`src/design/msps_pkg.sv`:
```
package msps_pkg;

    localparam int LINES_W    = 6;
    localparam int CH_W       = 3;
    localparam int GAP_W      = 8;
    localparam int POS_W      = 15;
    localparam int LEN_W      = 16;
    localparam int REQ_W      = 2;
    localparam int CFG_IDX_W  = 2;
    localparam int CFG_DATA_W = 15;

    localparam logic [CH_W-1:0]  COUNT_RST = 3'd0;
    localparam logic [GAP_W-1:0] GAP_RST   = 8'd7;
    localparam logic [POS_W-1:0] BASE_RST  = 15'd16000;

    typedef enum logic [CFG_IDX_W-1:0] {
        CFG_CHANNEL_COUNT = 2'd0,
        CFG_GAP_MS        = 2'd1,
        CFG_PULSE_BASE    = 2'd2
    } t_cfg_idx;

    typedef enum logic [REQ_W-1:0] {
        REQ_FINE_TICK  = 2'd0,
        REQ_FRAME_TICK = 2'd1,
        REQ_POS_WRITE  = 2'd2
    } t_req;

    typedef enum logic [1:0] {
        PH_GAP   = 2'b01,
        PH_PULSE = 2'b10
    } t_phase;

    typedef struct packed {
        logic [CH_W-1:0]  channel_count;
        logic [GAP_W-1:0] gap_ms;
        logic [POS_W-1:0] pulse_base;
    } t_cfg;

    typedef struct packed {
        logic [LINES_W-1:0] servo_lines;
        logic [CH_W-1:0]    active_channel;
        logic               in_gap;
    } t_result;

endpackage

```
`src/design/msps_if.sv`:
```
interface msps_in_if import msps_pkg::*; ();
    logic              valid;
    logic              ready;
    logic [REQ_W-1:0]  req_type;
    logic [CH_W-1:0]   channel;
    logic [POS_W-1:0]  position;

    modport source (output valid, req_type, channel, position, input ready);
    modport sink   (input valid, req_type, channel, position, output ready);
endinterface

interface msps_out_if import msps_pkg::*; ();
    logic               valid;
    logic               ready;
    logic [LINES_W-1:0] servo_lines;
    logic [CH_W-1:0]    active_channel;
    logic               in_gap;

    modport source (output valid, servo_lines, active_channel, in_gap, input ready);
    modport sink   (input valid, servo_lines, active_channel, in_gap, output ready);
endinterface

interface msps_cfg_if import msps_pkg::*; ();
    logic                  valid;
    logic                  ready;
    logic [CFG_IDX_W-1:0]  index;
    logic [CFG_DATA_W-1:0] data;

    modport source (output valid, index, data, input ready);
    modport sink   (input valid, index, data, output ready);
endinterface

```
`src/design/msps_cfg_regs.sv`:
```
module msps_cfg_regs import msps_pkg::*; (
    input  logic       i_clk,
    input  logic       i_rst_n,
    msps_cfg_if.sink   i_cfg,
    output t_cfg       o_cfg
);

    t_cfg r_cfg;

    assign i_cfg.ready = 1'b1;
    assign o_cfg       = r_cfg;

    always_ff @(posedge i_clk) begin
        if (!i_rst_n) begin
            r_cfg.channel_count <= COUNT_RST;
            r_cfg.gap_ms        <= GAP_RST;
            r_cfg.pulse_base    <= BASE_RST;
        end else if (i_cfg.valid && i_cfg.ready) begin
            unique case (i_cfg.index)
                CFG_CHANNEL_COUNT: r_cfg.channel_count <= i_cfg.data[CH_W-1:0];
                CFG_GAP_MS:        r_cfg.gap_ms        <= i_cfg.data[GAP_W-1:0];
                CFG_PULSE_BASE:    r_cfg.pulse_base    <= i_cfg.data[POS_W-1:0];
                default: ;
            endcase
        end
    end

endmodule

```
`src/design/msps_step.sv`:
```
module msps_step import msps_pkg::*; #(
    parameter int MAX_CHANNELS    = 6,
    parameter int CENTER_POSITION = 8000
) (
    input  logic             i_clk,
    input  logic             i_rst_n,
    input  t_cfg             i_cfg,
    input  logic             i_fire,
    input  logic [REQ_W-1:0] i_req,
    input  logic [CH_W-1:0]  i_channel,
    input  logic [POS_W-1:0] i_position,
    output t_result          o_result
);

    localparam int IDX_W = (MAX_CHANNELS > 1) ? $clog2(MAX_CHANNELS) : 1;
    localparam logic [CH_W:0]    MAX_CH   = (CH_W + 1)'(MAX_CHANNELS);
    localparam logic [POS_W-1:0] POS_RST  = POS_W'(CENTER_POSITION);

    t_phase           r_phase, n_phase;
    logic [CH_W-1:0]  r_cur, n_cur;
    logic [GAP_W-1:0] r_gap, n_gap;
    logic [LEN_W-1:0] r_pcnt, n_pcnt;
    logic [LEN_W-1:0] r_len, n_len;
    logic [POS_W-1:0] r_pos [MAX_CHANNELS];

    logic [CH_W:0]    w_count;
    logic [CH_W:0]    w_next_ch;
    logic [CH_W-1:0]  w_start_ch;
    logic [POS_W-1:0] w_rd_pos;
    logic [LEN_W-1:0] w_len;
    logic [7:0]       w_onehot;

    // a count above the channel limit behaves as the limit
    assign w_count = ({1'b0, i_cfg.channel_count} > MAX_CH) ? MAX_CH
                                                            : {1'b0, i_cfg.channel_count};
    assign w_next_ch  = {1'b0, r_cur} + (CH_W + 1)'(1);
    // in the gap the only pulse that can start is channel zero
    assign w_start_ch = (r_phase == PH_GAP) ? '0 : w_next_ch[CH_W-1:0];
    assign w_rd_pos   = ({1'b0, w_start_ch} < MAX_CH) ? r_pos[w_start_ch[IDX_W-1:0]] : '0;
    assign w_len      = LEN_W'(i_cfg.pulse_base) + LEN_W'(w_rd_pos);

    always_comb begin
        n_phase = r_phase;
        n_cur   = r_cur;
        n_gap   = r_gap;
        n_pcnt  = r_pcnt;
        n_len   = r_len;
        if (w_count == '0) begin
            n_phase = PH_GAP;
            n_cur   = '0;
            n_gap   = '0;
            n_pcnt  = '0;
        end
        unique case (i_req)
            REQ_FRAME_TICK: begin
                if (w_count != '0 && r_phase == PH_GAP) begin
                    n_gap = r_gap + GAP_W'(1);
                    if (n_gap >= i_cfg.gap_ms) begin
                        n_gap   = '0;
                        n_phase = PH_PULSE;
                        n_cur   = w_start_ch;
                        n_pcnt  = '0;
                        n_len   = w_len;
                    end
                end
            end
            REQ_FINE_TICK: begin
                if (w_count != '0 && r_phase == PH_PULSE) begin
                    n_pcnt = r_pcnt + LEN_W'(1);
                    if (n_pcnt >= r_len) begin
                        if (w_next_ch >= w_count) begin
                            n_phase = PH_GAP;
                            n_cur   = '0;
                            n_gap   = '0;
                            n_pcnt  = '0;
                        end else begin
                            n_phase = PH_PULSE;
                            n_cur   = w_start_ch;
                            n_pcnt  = '0;
                            n_len   = w_len;
                        end
                    end
                end
            end
            default: ;
        endcase
    end

    assign w_onehot = 8'd1 << n_cur;

    always_comb begin
        o_result.in_gap         = (n_phase == PH_GAP);
        o_result.servo_lines    = (n_phase == PH_PULSE) ? w_onehot[LINES_W-1:0] : '0;
        o_result.active_channel = (n_phase == PH_PULSE) ? n_cur : '0;
    end

    always_ff @(posedge i_clk) begin
        if (!i_rst_n) begin
            r_phase <= PH_GAP;
            r_cur   <= '0;
            r_gap   <= '0;
            r_pcnt  <= '0;
            r_len   <= '0;
        end else if (i_fire) begin
            r_phase <= n_phase;
            r_cur   <= n_cur;
            r_gap   <= n_gap;
            r_pcnt  <= n_pcnt;
            r_len   <= n_len;
        end
    end

    // position store, reset to centre; writes beyond the channel limit are dropped
    always_ff @(posedge i_clk) begin
        if (!i_rst_n) begin
            for (int i = 0; i < MAX_CHANNELS; i++) begin
                r_pos[i] <= POS_RST;
            end
        end else if (i_fire && i_req == REQ_POS_WRITE && {1'b0, i_channel} < MAX_CH) begin
            r_pos[i_channel[IDX_W-1:0]] <= i_position;
        end
    end

endmodule

```
`src/design/multi_servo_pulse_sequencer_unit.sv`:
```
// Servo pulse sequencer. Each request (fine tick, frame tick or position write) gives
// exactly one result showing the lines, running channel and gap flag after that request.
// One request is taken every clock cycle while the output is not stalled: a request
// is held in the input register, and when it moves on the sequencer state and the
// result register update together. The rate is set by the phase, counters and
// latched length updating alongside the result register. Results wait in the
// output register while new requests keep coming in; a stalled output stops input
// only once both registers are full. Configuration writes are taken every cycle and
// must only be made while no request is in flight.
module multi_servo_pulse_sequencer_unit import msps_pkg::*; #(
    parameter int MAX_CHANNELS    = 6,
    parameter int CENTER_POSITION = 8000
) (
    input  logic        i_clk,
    input  logic        i_rst_n,
    msps_in_if.sink     i_in,
    msps_out_if.source  o_out,
    msps_cfg_if.sink    i_cfg
);

    t_cfg             w_cfg;
    t_result          w_result;
    t_result          r_result;
    logic             r_in_valid;
    logic             r_out_valid;
    logic [REQ_W-1:0] r_req;
    logic [CH_W-1:0]  r_ch;
    logic [POS_W-1:0] r_pos;
    logic             w_adv;

    msps_cfg_regs u_cfg (
        .i_clk   (i_clk),
        .i_rst_n (i_rst_n),
        .i_cfg   (i_cfg),
        .o_cfg   (w_cfg)
    );

    msps_step #(
        .MAX_CHANNELS    (MAX_CHANNELS),
        .CENTER_POSITION (CENTER_POSITION)
    ) u_step (
        .i_clk      (i_clk),
        .i_rst_n    (i_rst_n),
        .i_cfg      (w_cfg),
        .i_fire     (w_adv),
        .i_req      (r_req),
        .i_channel  (r_ch),
        .i_position (r_pos),
        .o_result   (w_result)
    );

    // request moves on when the output register is free or being emptied
    assign w_adv      = r_in_valid && (!r_out_valid || o_out.ready);
    assign i_in.ready = !r_in_valid || w_adv;

    always_ff @(posedge i_clk) begin
        if (!i_rst_n) begin
            r_in_valid <= 1'b0;
        end else if (i_in.ready) begin
            r_in_valid <= i_in.valid;
        end
    end

    always_ff @(posedge i_clk) begin
        if (i_in.valid && i_in.ready) begin
            r_req <= i_in.req_type;
            r_ch  <= i_in.channel;
            r_pos <= i_in.position;
        end
    end

    always_ff @(posedge i_clk) begin
        if (!i_rst_n) begin
            r_out_valid <= 1'b0;
        end else if (w_adv) begin
            r_out_valid <= 1'b1;
        end else if (o_out.ready) begin
            r_out_valid <= 1'b0;
        end
    end

    always_ff @(posedge i_clk) begin
        if (w_adv) begin
            r_result <= w_result;
        end
    end

    assign o_out.valid          = r_out_valid;
    assign o_out.servo_lines    = r_result.servo_lines;
    assign o_out.active_channel = r_result.active_channel;
    assign o_out.in_gap         = r_result.in_gap;

    a_lines_onehot: assert property (@(posedge i_clk) disable iff (!i_rst_n)
        o_out.valid |-> $onehot0(o_out.servo_lines))
        else $error("more than one servo line high");

    a_gap_quiet: assert property (@(posedge i_clk) disable iff (!i_rst_n)
        (o_out.valid && o_out.in_gap) |->
            (o_out.servo_lines == '0 && o_out.active_channel == '0))
        else $error("line or channel active during gap");

    a_line_matches_channel: assert property (@(posedge i_clk) disable iff (!i_rst_n)
        (o_out.valid && !o_out.in_gap && o_out.active_channel < CH_W'(LINES_W)) |->
            (o_out.servo_lines == (LINES_W'(1) << o_out.active_channel)))
        else $error("servo line does not match running channel");

    a_disabled_idle: assert property (@(posedge i_clk) disable iff (!i_rst_n)
        ($past(w_adv) && w_cfg.channel_count == '0 && $stable(w_cfg)) |->
            r_result.in_gap)
        else $error("pulse running with output disabled");

endmodule
```
`src/flat_wrapper.sv`:
```
// flat-port wrapper written by rule: the top's interface ports become plain ports
module multi_servo_pulse_sequencer_unit_flat import msps_pkg::*;
#(
    parameter int MAX_CHANNELS    = 6,
    parameter int CENTER_POSITION = 8000
)
  (i_clk, i_rst_n, i_in_valid, i_in_req_type, i_in_channel, i_in_position, i_in_ready, o_out_valid, o_out_servo_lines, o_out_active_channel, o_out_in_gap, o_out_ready, i_cfg_valid, i_cfg_index, i_cfg_data, i_cfg_ready);
  msps_in_if i_in_i ();
  msps_out_if o_out_i ();
  msps_cfg_if i_cfg_i ();
  input  logic i_clk;
  input  logic i_rst_n;
  input wire logic [$bits(i_in_i.valid)-1:0] i_in_valid;
  input wire logic [$bits(i_in_i.req_type)-1:0] i_in_req_type;
  input wire logic [$bits(i_in_i.channel)-1:0] i_in_channel;
  input wire logic [$bits(i_in_i.position)-1:0] i_in_position;
  output wire logic [$bits(i_in_i.ready)-1:0] i_in_ready;
  output wire logic [$bits(o_out_i.valid)-1:0] o_out_valid;
  output wire logic [$bits(o_out_i.servo_lines)-1:0] o_out_servo_lines;
  output wire logic [$bits(o_out_i.active_channel)-1:0] o_out_active_channel;
  output wire logic [$bits(o_out_i.in_gap)-1:0] o_out_in_gap;
  input wire logic [$bits(o_out_i.ready)-1:0] o_out_ready;
  input wire logic [$bits(i_cfg_i.valid)-1:0] i_cfg_valid;
  input wire logic [$bits(i_cfg_i.index)-1:0] i_cfg_index;
  input wire logic [$bits(i_cfg_i.data)-1:0] i_cfg_data;
  output wire logic [$bits(i_cfg_i.ready)-1:0] i_cfg_ready;
  assign i_in_i.valid = i_in_valid;
  assign i_in_i.req_type = i_in_req_type;
  assign i_in_i.channel = i_in_channel;
  assign i_in_i.position = i_in_position;
  assign i_in_ready = i_in_i.ready;
  assign o_out_valid = o_out_i.valid;
  assign o_out_servo_lines = o_out_i.servo_lines;
  assign o_out_active_channel = o_out_i.active_channel;
  assign o_out_in_gap = o_out_i.in_gap;
  assign o_out_i.ready = o_out_ready;
  assign i_cfg_i.valid = i_cfg_valid;
  assign i_cfg_i.index = i_cfg_index;
  assign i_cfg_i.data = i_cfg_data;
  assign i_cfg_ready = i_cfg_i.ready;
  multi_servo_pulse_sequencer_unit #(.MAX_CHANNELS(MAX_CHANNELS), .CENTER_POSITION(CENTER_POSITION)) u_core (.i_clk(i_clk), .i_rst_n(i_rst_n), .i_in(i_in_i), .o_out(o_out_i), .i_cfg(i_cfg_i));
endmodule
```
`config.mk`:
```
export PLATFORM = sky130hd
export DESIGN_NAME = multi_servo_pulse_sequencer_unit_flat
export DESIGN_NICKNAME = d
export VERILOG_FILES = /design/src/design/msps_pkg.sv /design/src/design/msps_if.sv /design/src/design/msps_cfg_regs.sv /design/src/design/msps_step.sv /design/src/design/multi_servo_pulse_sequencer_unit.sv /design/src/flat_wrapper.sv
export SDC_FILE = /design/constraint.sdc
export NUM_CORES = 1
export LEC_CHECK = 0
export BUFFER_PORTS_ARGS = -buffer_cell sky130_fd_sc_hd__clkbuf_2
export CAP_MARGIN = 20
export CORE_MARGIN = 1.5
export CORE_UTILIZATION = 43
export CTS_BUF_LIST = sky130_fd_sc_hd__clkbuf_16
export DETAILED_ROUTE_END_ITERATION = 10
export MAX_ROUTING_LAYER = met4
export PLACE_DENSITY = 0.65
export SLEW_MARGIN = 30
export SYNTH_ARGS = -nofsm -noshare
export SYNTH_HDL_FRONTEND = slang
export SYNTH_HIERARCHICAL = 1
export SYNTH_SLANG_ARGS = --single-unit
```
`constraint.sdc`:
```
create_clock -name i_clk -period 3.8 [get_ports i_clk]
set_clock_uncertainty 0.2 [all_clocks]
set_input_delay 0.19 -clock i_clk [delete_from_list [all_inputs] [get_ports i_clk]]
set_output_delay 0.19 -clock i_clk [all_outputs]
set_load 0.02 [all_outputs]
```
==> run_results.csv, run 1 <==
group,metric,value,unit
timing,period_minus_slack,3670,ps
cts,cts-buffers-inserted,17,
routing,detail_route.wl_per_cell,16.1,µm
finish,area_occupied_by_multi_input_gates,4570,µm²
logic_synthesis,postSynth.topFlopCell,"sky130_fd_sc_hd__edfxtp_1",
placed_design,hpwl,16.5,mm
logic_synthesis,synth_area_per_cell,9.97,µm²
floorplan,pin_count,55,
timing,totalNegativeSetupSlack,0,ps
finish,seqCellArea,5070,µm²
routing,drc,0,
routing,drt-total-wl,22.9,mm
worst_setup_path,path_max_fanout,8,
routing,first_pass_iters,5,
status,outcome,"finished, final reports clean",
cts,clk_root_buffer_cell,"sky130_fd_sc_hd__clkbuf_16",
timing,setup_viol,0,
power_and_ir_drop,p_leak,4.53,nW
logic_synthesis,syn_nets,1090,
worst_setup_path,rrSetupSlack,130,ps
placed_design,portBuffers,53,
finish,layout.cells.most_common,"sky130_fd_sc_hd__nand2_1",
floorplan,core_area,22700,µm²
logic_synthesis,synth.distinct_cells,75,
min_path,hold_path_startpoint,"i_cfg_valid",
finish,post_route_cells_drive_above_1_share,0.175,
power_and_ir_drop,max-vdd-ir-drop,0.301,mV
cts,tritoncts,"yes",
floorplan,dieHeight,155,µm
logic_synthesis,synth_top_cells_by_area,"sky130_fd_sc_hd__edfxtp_1 (36%), sky130_fd_sc_hd__dfxtp_1 (15%), sky130_fd_sc_hd__ha_1 (5.6%)",
finish,mostFrequentLayoutCells,"sky130_fd_sc_hd__nand2_1 (147), sky130_fd_sc_hd__edfxtp_1 (120), sky130_fd_sc_hd__nor2_1 (93)",
placed_design,gpl.final_weighted_congestion,0.829,
routing,drt-vias-per-instance,5.30,
flow_run,max_cap_violations,0,
finish,fin_nets,1213,
placed_design,postPlaceCellArea,10800,µm²
finish,diodes,0,
min_path,worstHoldPathCells,3,
logic_synthesis,mappedNetlistArea,9990,µm²
worst_setup_path,timing.critical_path.to_type,"flip-flop",
floorplan,die_width,155,µm
global_routing,number_of_global_route_vias_before_repair,7280,
placed_design,numPlacedInstances,1343,
routing,ant_nets,0,
global_routing,grt_first_pass_wirelength,37.4,mm
timing,slew_headroom,0.404,
logic_synthesis,synth.yosys.warnings,6,
routing,vias,7540,
power_and_ir_drop,power.density_cell_area,375,nW/µm²
worst_setup_path,timing.rr.end,"u_core/o_out.servo_lines[1]$_DFFE_PP_",
cts,h_tree_levels,4,
min_path,min-delay-path-class,"input pin to flip-flop",
logic_synthesis,synth_cells,1002,
cts,clock_tree.buffer_depth,2,
finish,fillerInstances,2015,
logic_synthesis,synth_async_sr_flop_share,0,
worst_setup_path,ff2ff_path_depth,13,
worst_setup_path,worst-endpoint-arrival,3680,ps
power_and_ir_drop,power.total,4.49,mW
timing,slew_viol_final,0,
global_routing,gr-total-overflow,0,
timing,fin_crit_sh,0.966,
logic_synthesis,yosys_register_bits,193,
floorplan,start_util,0.440,
timing,worst-slew-pin-transition,886,ps
finish,layout_area_overhead,20.0,%
floorplan,placement_rows,55,
min_path,worst_hold_path.endpoint,"u_core/u_cfg/o_cfg[13]$_SDFFE_PN1P_",
global_routing,grt_max_degree,61,
finish,final_cell_area_excluding_filler_cells,12000,µm²
worst_setup_path,path_class,"flip-flop to flip-flop",
worst_setup_path,worstReg2RegStart,"u_core/u_step/r_pcnt[3]$_SDFFE_PN0P_",
timing,finalHoldWorstSlack,22.5,ps
floorplan,die_area,24100,µm²
logic_synthesis,yosys.area.top_type_share,0.361,
worst_setup_path,worstSetupStartpointType,"flip-flop",
global_routing,grtUsageTotal,0.204,
logic_synthesis,synth_edf_count,120,
cts,clock_transition_time_at_the_flip_flop_clock_pins_of_the_worst_setup_and_hold_paths,80,ps
timing,fmax,0.272,GHz
routing,detail_route.iter0.violations,518,
cts,cts_num_sinks,193,
logic_synthesis,synth_sequential_area_ratio,0.507,
cts,clk_latency,440,ps
logic_synthesis,synth.largest_area_cell,"sky130_fd_sc_hd__edfxtp_1",
timing,final_critical_path_setup_slack,130,ps
finish,fin_cells,1423,
placed_design,place_worst_setup_slack,-53.6,ps
finish,utilization,0.528,
worst_setup_path,worst-endpoint-required,3810,ps
timing,finalHoldViolations,0,
global_routing,antenna_violations_before_repair,0,
## final cells by class
type	instances	area share
Sequential cell	193	0.423
Multi-Input combinational cell	696	0.381
Timing Repair Buffer	153	0.0943
Clock buffer	17	0.0355
Tap cell	285	0.0298
Inverter	64	0.0200
Clock inverter	15	0.0161
## flip-flops by register name, indices dropped and copies added (netlist names), 3 cells and up
name	cells
u_core/o_out.servo_lines	6
u_core/r_ch	3
u_core/u_step/r_pcnt	16
u_core/u_step/r_len	16
u_core/r_pos	15
u_core/u_step/r_cur	3
u_core/o_out.active_channel	3
u_core/u_step/r_pos	90
u_core/u_cfg/o_cfg	26
u_core/u_step/r_gap	8
## per-layer routing
metal | GRT usage | vias to the layer above | wire [µm]
li1 | - | 3830 | -
met1 | 0.268 | 3546 | 11000
met2 | 0.330 | 149 | 10900
met3 | 0.0318 | 15 | 776
met4 | 0.0526 | 0 | 195
met5 | - | - | 0
## cells in the mapped netlist, types with 3 or more instances
library cell and number:
sky130_fd_sc_hd__nand2_1 147, sky130_fd_sc_hd__edfxtp_1 120, sky130_fd_sc_hd__nor2_1 97, sky130_fd_sc_hd__dfxtp_1 73
sky130_fd_sc_hd__inv_1 64, sky130_fd_sc_hd__o21ai_0 51, sky130_fd_sc_hd__ha_1 45, sky130_fd_sc_hd__a21oi_1 44
sky130_fd_sc_hd__mux2i_1 43, sky130_fd_sc_hd__nand3_1 39, sky130_fd_sc_hd__clkbuf_1 31, sky130_fd_sc_hd__xnor2_1 21
sky130_fd_sc_hd__o22ai_1 17, sky130_fd_sc_hd__nor3_1 16, sky130_fd_sc_hd__o211ai_1 14, sky130_fd_sc_hd__mux2_2 13
sky130_fd_sc_hd__buf_2 11, sky130_fd_sc_hd__nand4b_1 11, sky130_fd_sc_hd__xor2_1 11, sky130_fd_sc_hd__and3_1 9
sky130_fd_sc_hd__nor2b_1 9, sky130_fd_sc_hd__a311oi_1 8, sky130_fd_sc_hd__nand2b_1 7, sky130_fd_sc_hd__o21a_1 7
sky130_fd_sc_hd__a211oi_1 6, sky130_fd_sc_hd__nand4_1 6, sky130_fd_sc_hd__a31oi_1 5, sky130_fd_sc_hd__a21o_1 4
sky130_fd_sc_hd__or3_1 4, sky130_fd_sc_hd__a21boi_0 3, sky130_fd_sc_hd__buf_6 3
## logic make-up after synthesis
logic type | share of synthesized area
fa+ha+maj | 0.0584
simple gates | 0.181
compound gates | 0.121
other cells | 0.000376
buf+inv | 0.0469
flops | 0.507
mux | 0.0578
xor+xnor | 0.0281
## critical path, cell delays in order (launching register included)
cell and delay, ps:
sky130_fd_sc_hd__dfxtp_1 370, sky130_fd_sc_hd__nand4_1 160, sky130_fd_sc_hd__nor3_2 220, sky130_fd_sc_hd__and3_1 240, sky130_fd_sc_hd__buf_4 130, sky130_fd_sc_hd__xor2_1 150, sky130_fd_sc_hd__ha_1 260, sky130_fd_sc_hd__and2_0 170
sky130_fd_sc_hd__a221o_1 310, sky130_fd_sc_hd__a21oi_2 210, sky130_fd_sc_hd__o21ai_4 140, sky130_fd_sc_hd__and3_4 190, sky130_fd_sc_hd__a221o_2 450, sky130_fd_sc_hd__and4bb_2 240
## power by group
group / switching (mW) / internal (mW)
registers: 0.0324 / 2.28
clock network: 0.912 / 0.956
logic: 0.186 / 0.131
total: 1.13 / 3.36
## repair_timing
item                       CTS  global route
setup endpoints to repair    7            31
setup buffers                0             5
hold buffers                42             0
gates cloned                 0             1
gates resized for setup      6            25
pin swaps                    1             7
hold endpoints to repair    48             0
## worst max-delay path by stage
stage                                         startpoint                                    end  depth (start not counted)
finish              u_core/u_step/r_pcnt[3]$_SDFFE_PN0P_  u_core/o_out.servo_lines[1]$_DFFE_PP_                         13
global route        u_core/u_step/r_pcnt[1]$_SDFFE_PN0P_  u_core/o_out.servo_lines[2]$_DFFE_PP_                         16
CTS                 u_core/u_step/r_pcnt[0]$_SDFFE_PN0P_  u_core/o_out.servo_lines[2]$_DFFE_PP_                         16
detailed placement  u_core/u_step/r_pcnt[0]$_SDFFE_PN0P_  u_core/o_out.servo_lines[2]$_DFFE_PP_                         16
global placement    u_core/u_step/r_pcnt[0]$_SDFFE_PN0P_  u_core/o_out.servo_lines[2]$_DFFE_PP_                         16
floorplan            u_core/u_step/r_cur[0]$_SDFFE_PN0P_   u_core/u_step/r_len[14]$_SDFFE_PN0P_                         14
(Power assumes the default switching activity.)
==> run 2: changes to the inputs <==
Settings changed: HOLD_SLACK_MARGIN set to 0.12, MAX_ROUTING_LAYER met4 to unset.
==> run 2 against run 1 <==
Net effect:
- core utilization grew 0.35 points
- cell count is 0.56% higher
- sequential power about the same
- largest cell class unchanged
- sequential cell count unchanged
==> run_results.csv, run 2 (same netlist as run 1, synthesis figures left out) <==
group,metric,value,unit
status,outcome,"finished, final reports clean",
finish,mostFrequentLayoutCells,"sky130_fd_sc_hd__nand2_1 (147), sky130_fd_sc_hd__edfxtp_1 (120), sky130_fd_sc_hd__nor2_1 (93)",
power_and_ir_drop,power.density_cell_area,373,nW/µm²
floorplan,die_area,24100,µm²
placed_design,hpwl,16.5,mm
power_and_ir_drop,power_switching_share,0.252,
worst_setup_path,crit_path_cell_trace,"nand4_1 -> nor3_2 -> and3_1 -> buf_4 -> xor2_1 -> ha_1 -> and2_0 -> a221o_1 -> a21oi_2 -> o21ai_4 -> and3_4 -> a221o_2 -> and4bb_2",
placed_design,portBuffers,53,
routing,detail_route.iter0.violations,477,
timing,fmax,0.273,GHz
cts,clock_transition_time_at_the_flip_flop_clock_pins_of_the_worst_setup_and_hold_paths,80,ps
power_and_ir_drop,p_leak,4.55,nW
timing,period_minus_slack,3660,ps
cts,h_tree_levels,4,
routing,ant_nets,0,
floorplan,die_width,155,µm
worst_setup_path,worst-endpoint-arrival,3670,ps
timing,worst-slew-pin-transition,884,ps
cts,clock_tree.buffer_depth,2,
global_routing,number_of_global_route_vias_before_repair,7326,
finish,post_route_cells_drive_above_1_share,0.174,
cts,cts-buffers-inserted,17,
min_path,min-delay-path-class,"input pin to flip-flop",
cts,clk_root_buffer_cell,"sky130_fd_sc_hd__clkbuf_16",
power_and_ir_drop,netSwitchingPower,1.13,mW
timing,fin_crit_sh,0.962,
flow_run,max_cap_violations,0,
power_and_ir_drop,p_clk_frac,0.415,
placed_design,gpl.final_weighted_congestion,0.816,
timing,final_critical_path_setup_slack,143,ps
worst_setup_path,rrSetupSlack,140,ps
routing,first_pass_iters,5,
worst_setup_path,worst-endpoint-required,3810,ps
global_routing,gr-total-overflow,0,
power_and_ir_drop,pwr-share-seq,0.513,
global_routing,grt_first_pass_wirelength,37.4,mm
floorplan,core_area,22700,µm²
floorplan,placement_rows,55,
cts,cts_num_sinks,193,
routing,drt-vias-per-instance,5.26,
finish,largest_register_ff_count,90,
worst_setup_path,timing.rr.end,"u_core/o_out.servo_lines[1]$_DFFE_PP_",
finish,layout_area_overhead,20.8,%
worst_setup_path,critical-path-max-stage-delay,450,ps
routing,drc,0,
min_path,hold_path_startpoint,"i_in_position[8]",
timing,setup_viol,0,
floorplan,pin_count,55,
floorplan,dieHeight,155,µm
timing,finalHoldViolations,0,
placed_design,place_worst_setup_slack,-53.6,ps
timing,slew_viol_final,0,
finish,diodes,0,
worst_setup_path,path_max_fanout,8,
worst_setup_path,worstSetupStartpointType,"flip-flop",
worst_setup_path,path_class,"flip-flop to flip-flop",
power_and_ir_drop,intPower,3.37,mW
cts,clk_latency,450,ps
finish,registers.top_by_ff_count,"u_core/u_step/r_pos",
global_routing,grtUsageTotal,0.198,
routing,vias,7521,
worst_setup_path,timing.critical_path.max_delay_family,"simple AND/OR/NAND/NOR gates",
power_and_ir_drop,comb_power_share,0.071,
min_path,worstHoldPathCells,2,
finish,fillerInstances,2001,
worst_setup_path,timing.critical_path.to_type,"flip-flop",
finish,fin_nets,1221,
timing,totalNegativeSetupSlack,0,ps
floorplan,start_util,0.440,
global_routing,grt_max_degree,61,
finish,layout.cells.most_common,"sky130_fd_sc_hd__nand2_1",
cts,tritoncts,"yes",
min_path,worst_hold_path.endpoint,"u_core/r_pos[8]$_DFFE_PP_",
worst_setup_path,ff2ff_path_depth,13,
worst_setup_path,critPathSlowestCell,"sky130_fd_sc_hd__a221o_2",
worst_setup_path,worstReg2RegStart,"u_core/u_step/r_pcnt[3]$_SDFFE_PN0P_",
global_routing,antenna_violations_before_repair,0,
timing,slew_headroom,0.405,
routing,detail_route.wl_per_cell,16.1,µm
routing,drt-total-wl,23.0,mm
power_and_ir_drop,max-vdd-ir-drop,0.301,mV
worst_setup_path,crit_buf_inv,1,
## run 2: layout make-up
class | count | area, µm² | area share
tap | 285 | 357 | 0.0296
multi-input combinational | 696 | 4570 | 0.379
sequential | 193 | 5070 | 0.420
timing repair buffer | 161 | 1210 | 0.100
inverter | 64 | 240 | 0.0199
clock inverter | 15 | 193 | 0.0160
clock buffer | 17 | 425 | 0.0353
## run 2: power by group through the flow
stage / clock, mW / sequential, mW / combinational, mW
2_1_floorplan: 0 / 2.35 / 0.184
3_3_place_gp: 0 / 2.36 / 0.275
3_5_place_dp: 0 / 2.36 / 0.279
4_1_cts: 1.90 / 2.31 / 0.317
6_report: 1.87 / 2.31 / 0.321
5_1_grt: 1.99 / 2.32 / 0.354
## run 2: worst max path at each step
| stage | start | endpoint | cells after the start |
|---|---|---|---|
| global route | u_core/u_step/r_pcnt[1]$_SDFFE_PN0P_ | u_core/o_out.servo_lines[2]$_DFFE_PP_ | 16 |
| floorplan | u_core/u_step/r_cur[0]$_SDFFE_PN0P_ | u_core/u_step/r_len[14]$_SDFFE_PN0P_ | 14 |
| CTS | u_core/u_step/r_pcnt[0]$_SDFFE_PN0P_ | u_core/o_out.servo_lines[2]$_DFFE_PP_ | 16 |
| global placement | u_core/u_step/r_pcnt[0]$_SDFFE_PN0P_ | u_core/o_out.servo_lines[2]$_DFFE_PP_ | 16 |
| detailed placement | u_core/u_step/r_pcnt[0]$_SDFFE_PN0P_ | u_core/o_out.servo_lines[2]$_DFFE_PP_ | 16 |
| finish | u_core/u_step/r_pcnt[3]$_SDFFE_PN0P_ | u_core/o_out.servo_lines[1]$_DFFE_PP_ | 13 |
## run 2: metrics by stage
step                hold slack (ps)  power, mW  std cells  area [µm²]  utilization
floorplan                      88.9       2.53       1002        9990            -
global placement                167       2.63       1343       10800        0.475
detailed placement              169       2.64       1343       10800        0.475
CTS                             230       4.53       1425       11900        0.526
global route                    241       4.66       1431       12100        0.531
finish                          246       4.50       1431       12100        0.531
## run 2: repair_timing
action,CTS,global route
hold buffers,50,0
gates resized for setup,6,25
pin swaps,1,7
buffers inserted,0,5
gates cloned,0,1
endpoints found under the setup margin,7,31
hold endpoints to repair,68,0
## run 2: routing by layer
| layer | part of all wire | vias up | track usage | wire (µm) |
|---|---|---|---|---|
| li1 | - | 3836 | - | - |
| met1 | 0.48 | 3534 | 0.267 | 11100 |
| met2 | 0.48 | 138 | 0.333 | 11100 |
| met3 | 0.030 | 13 | 0.0343 | 691 |
| met4 | 0.0092 | 0 | 0.0485 | 212 |
| met5 | 0 | - | 0 | 0 |
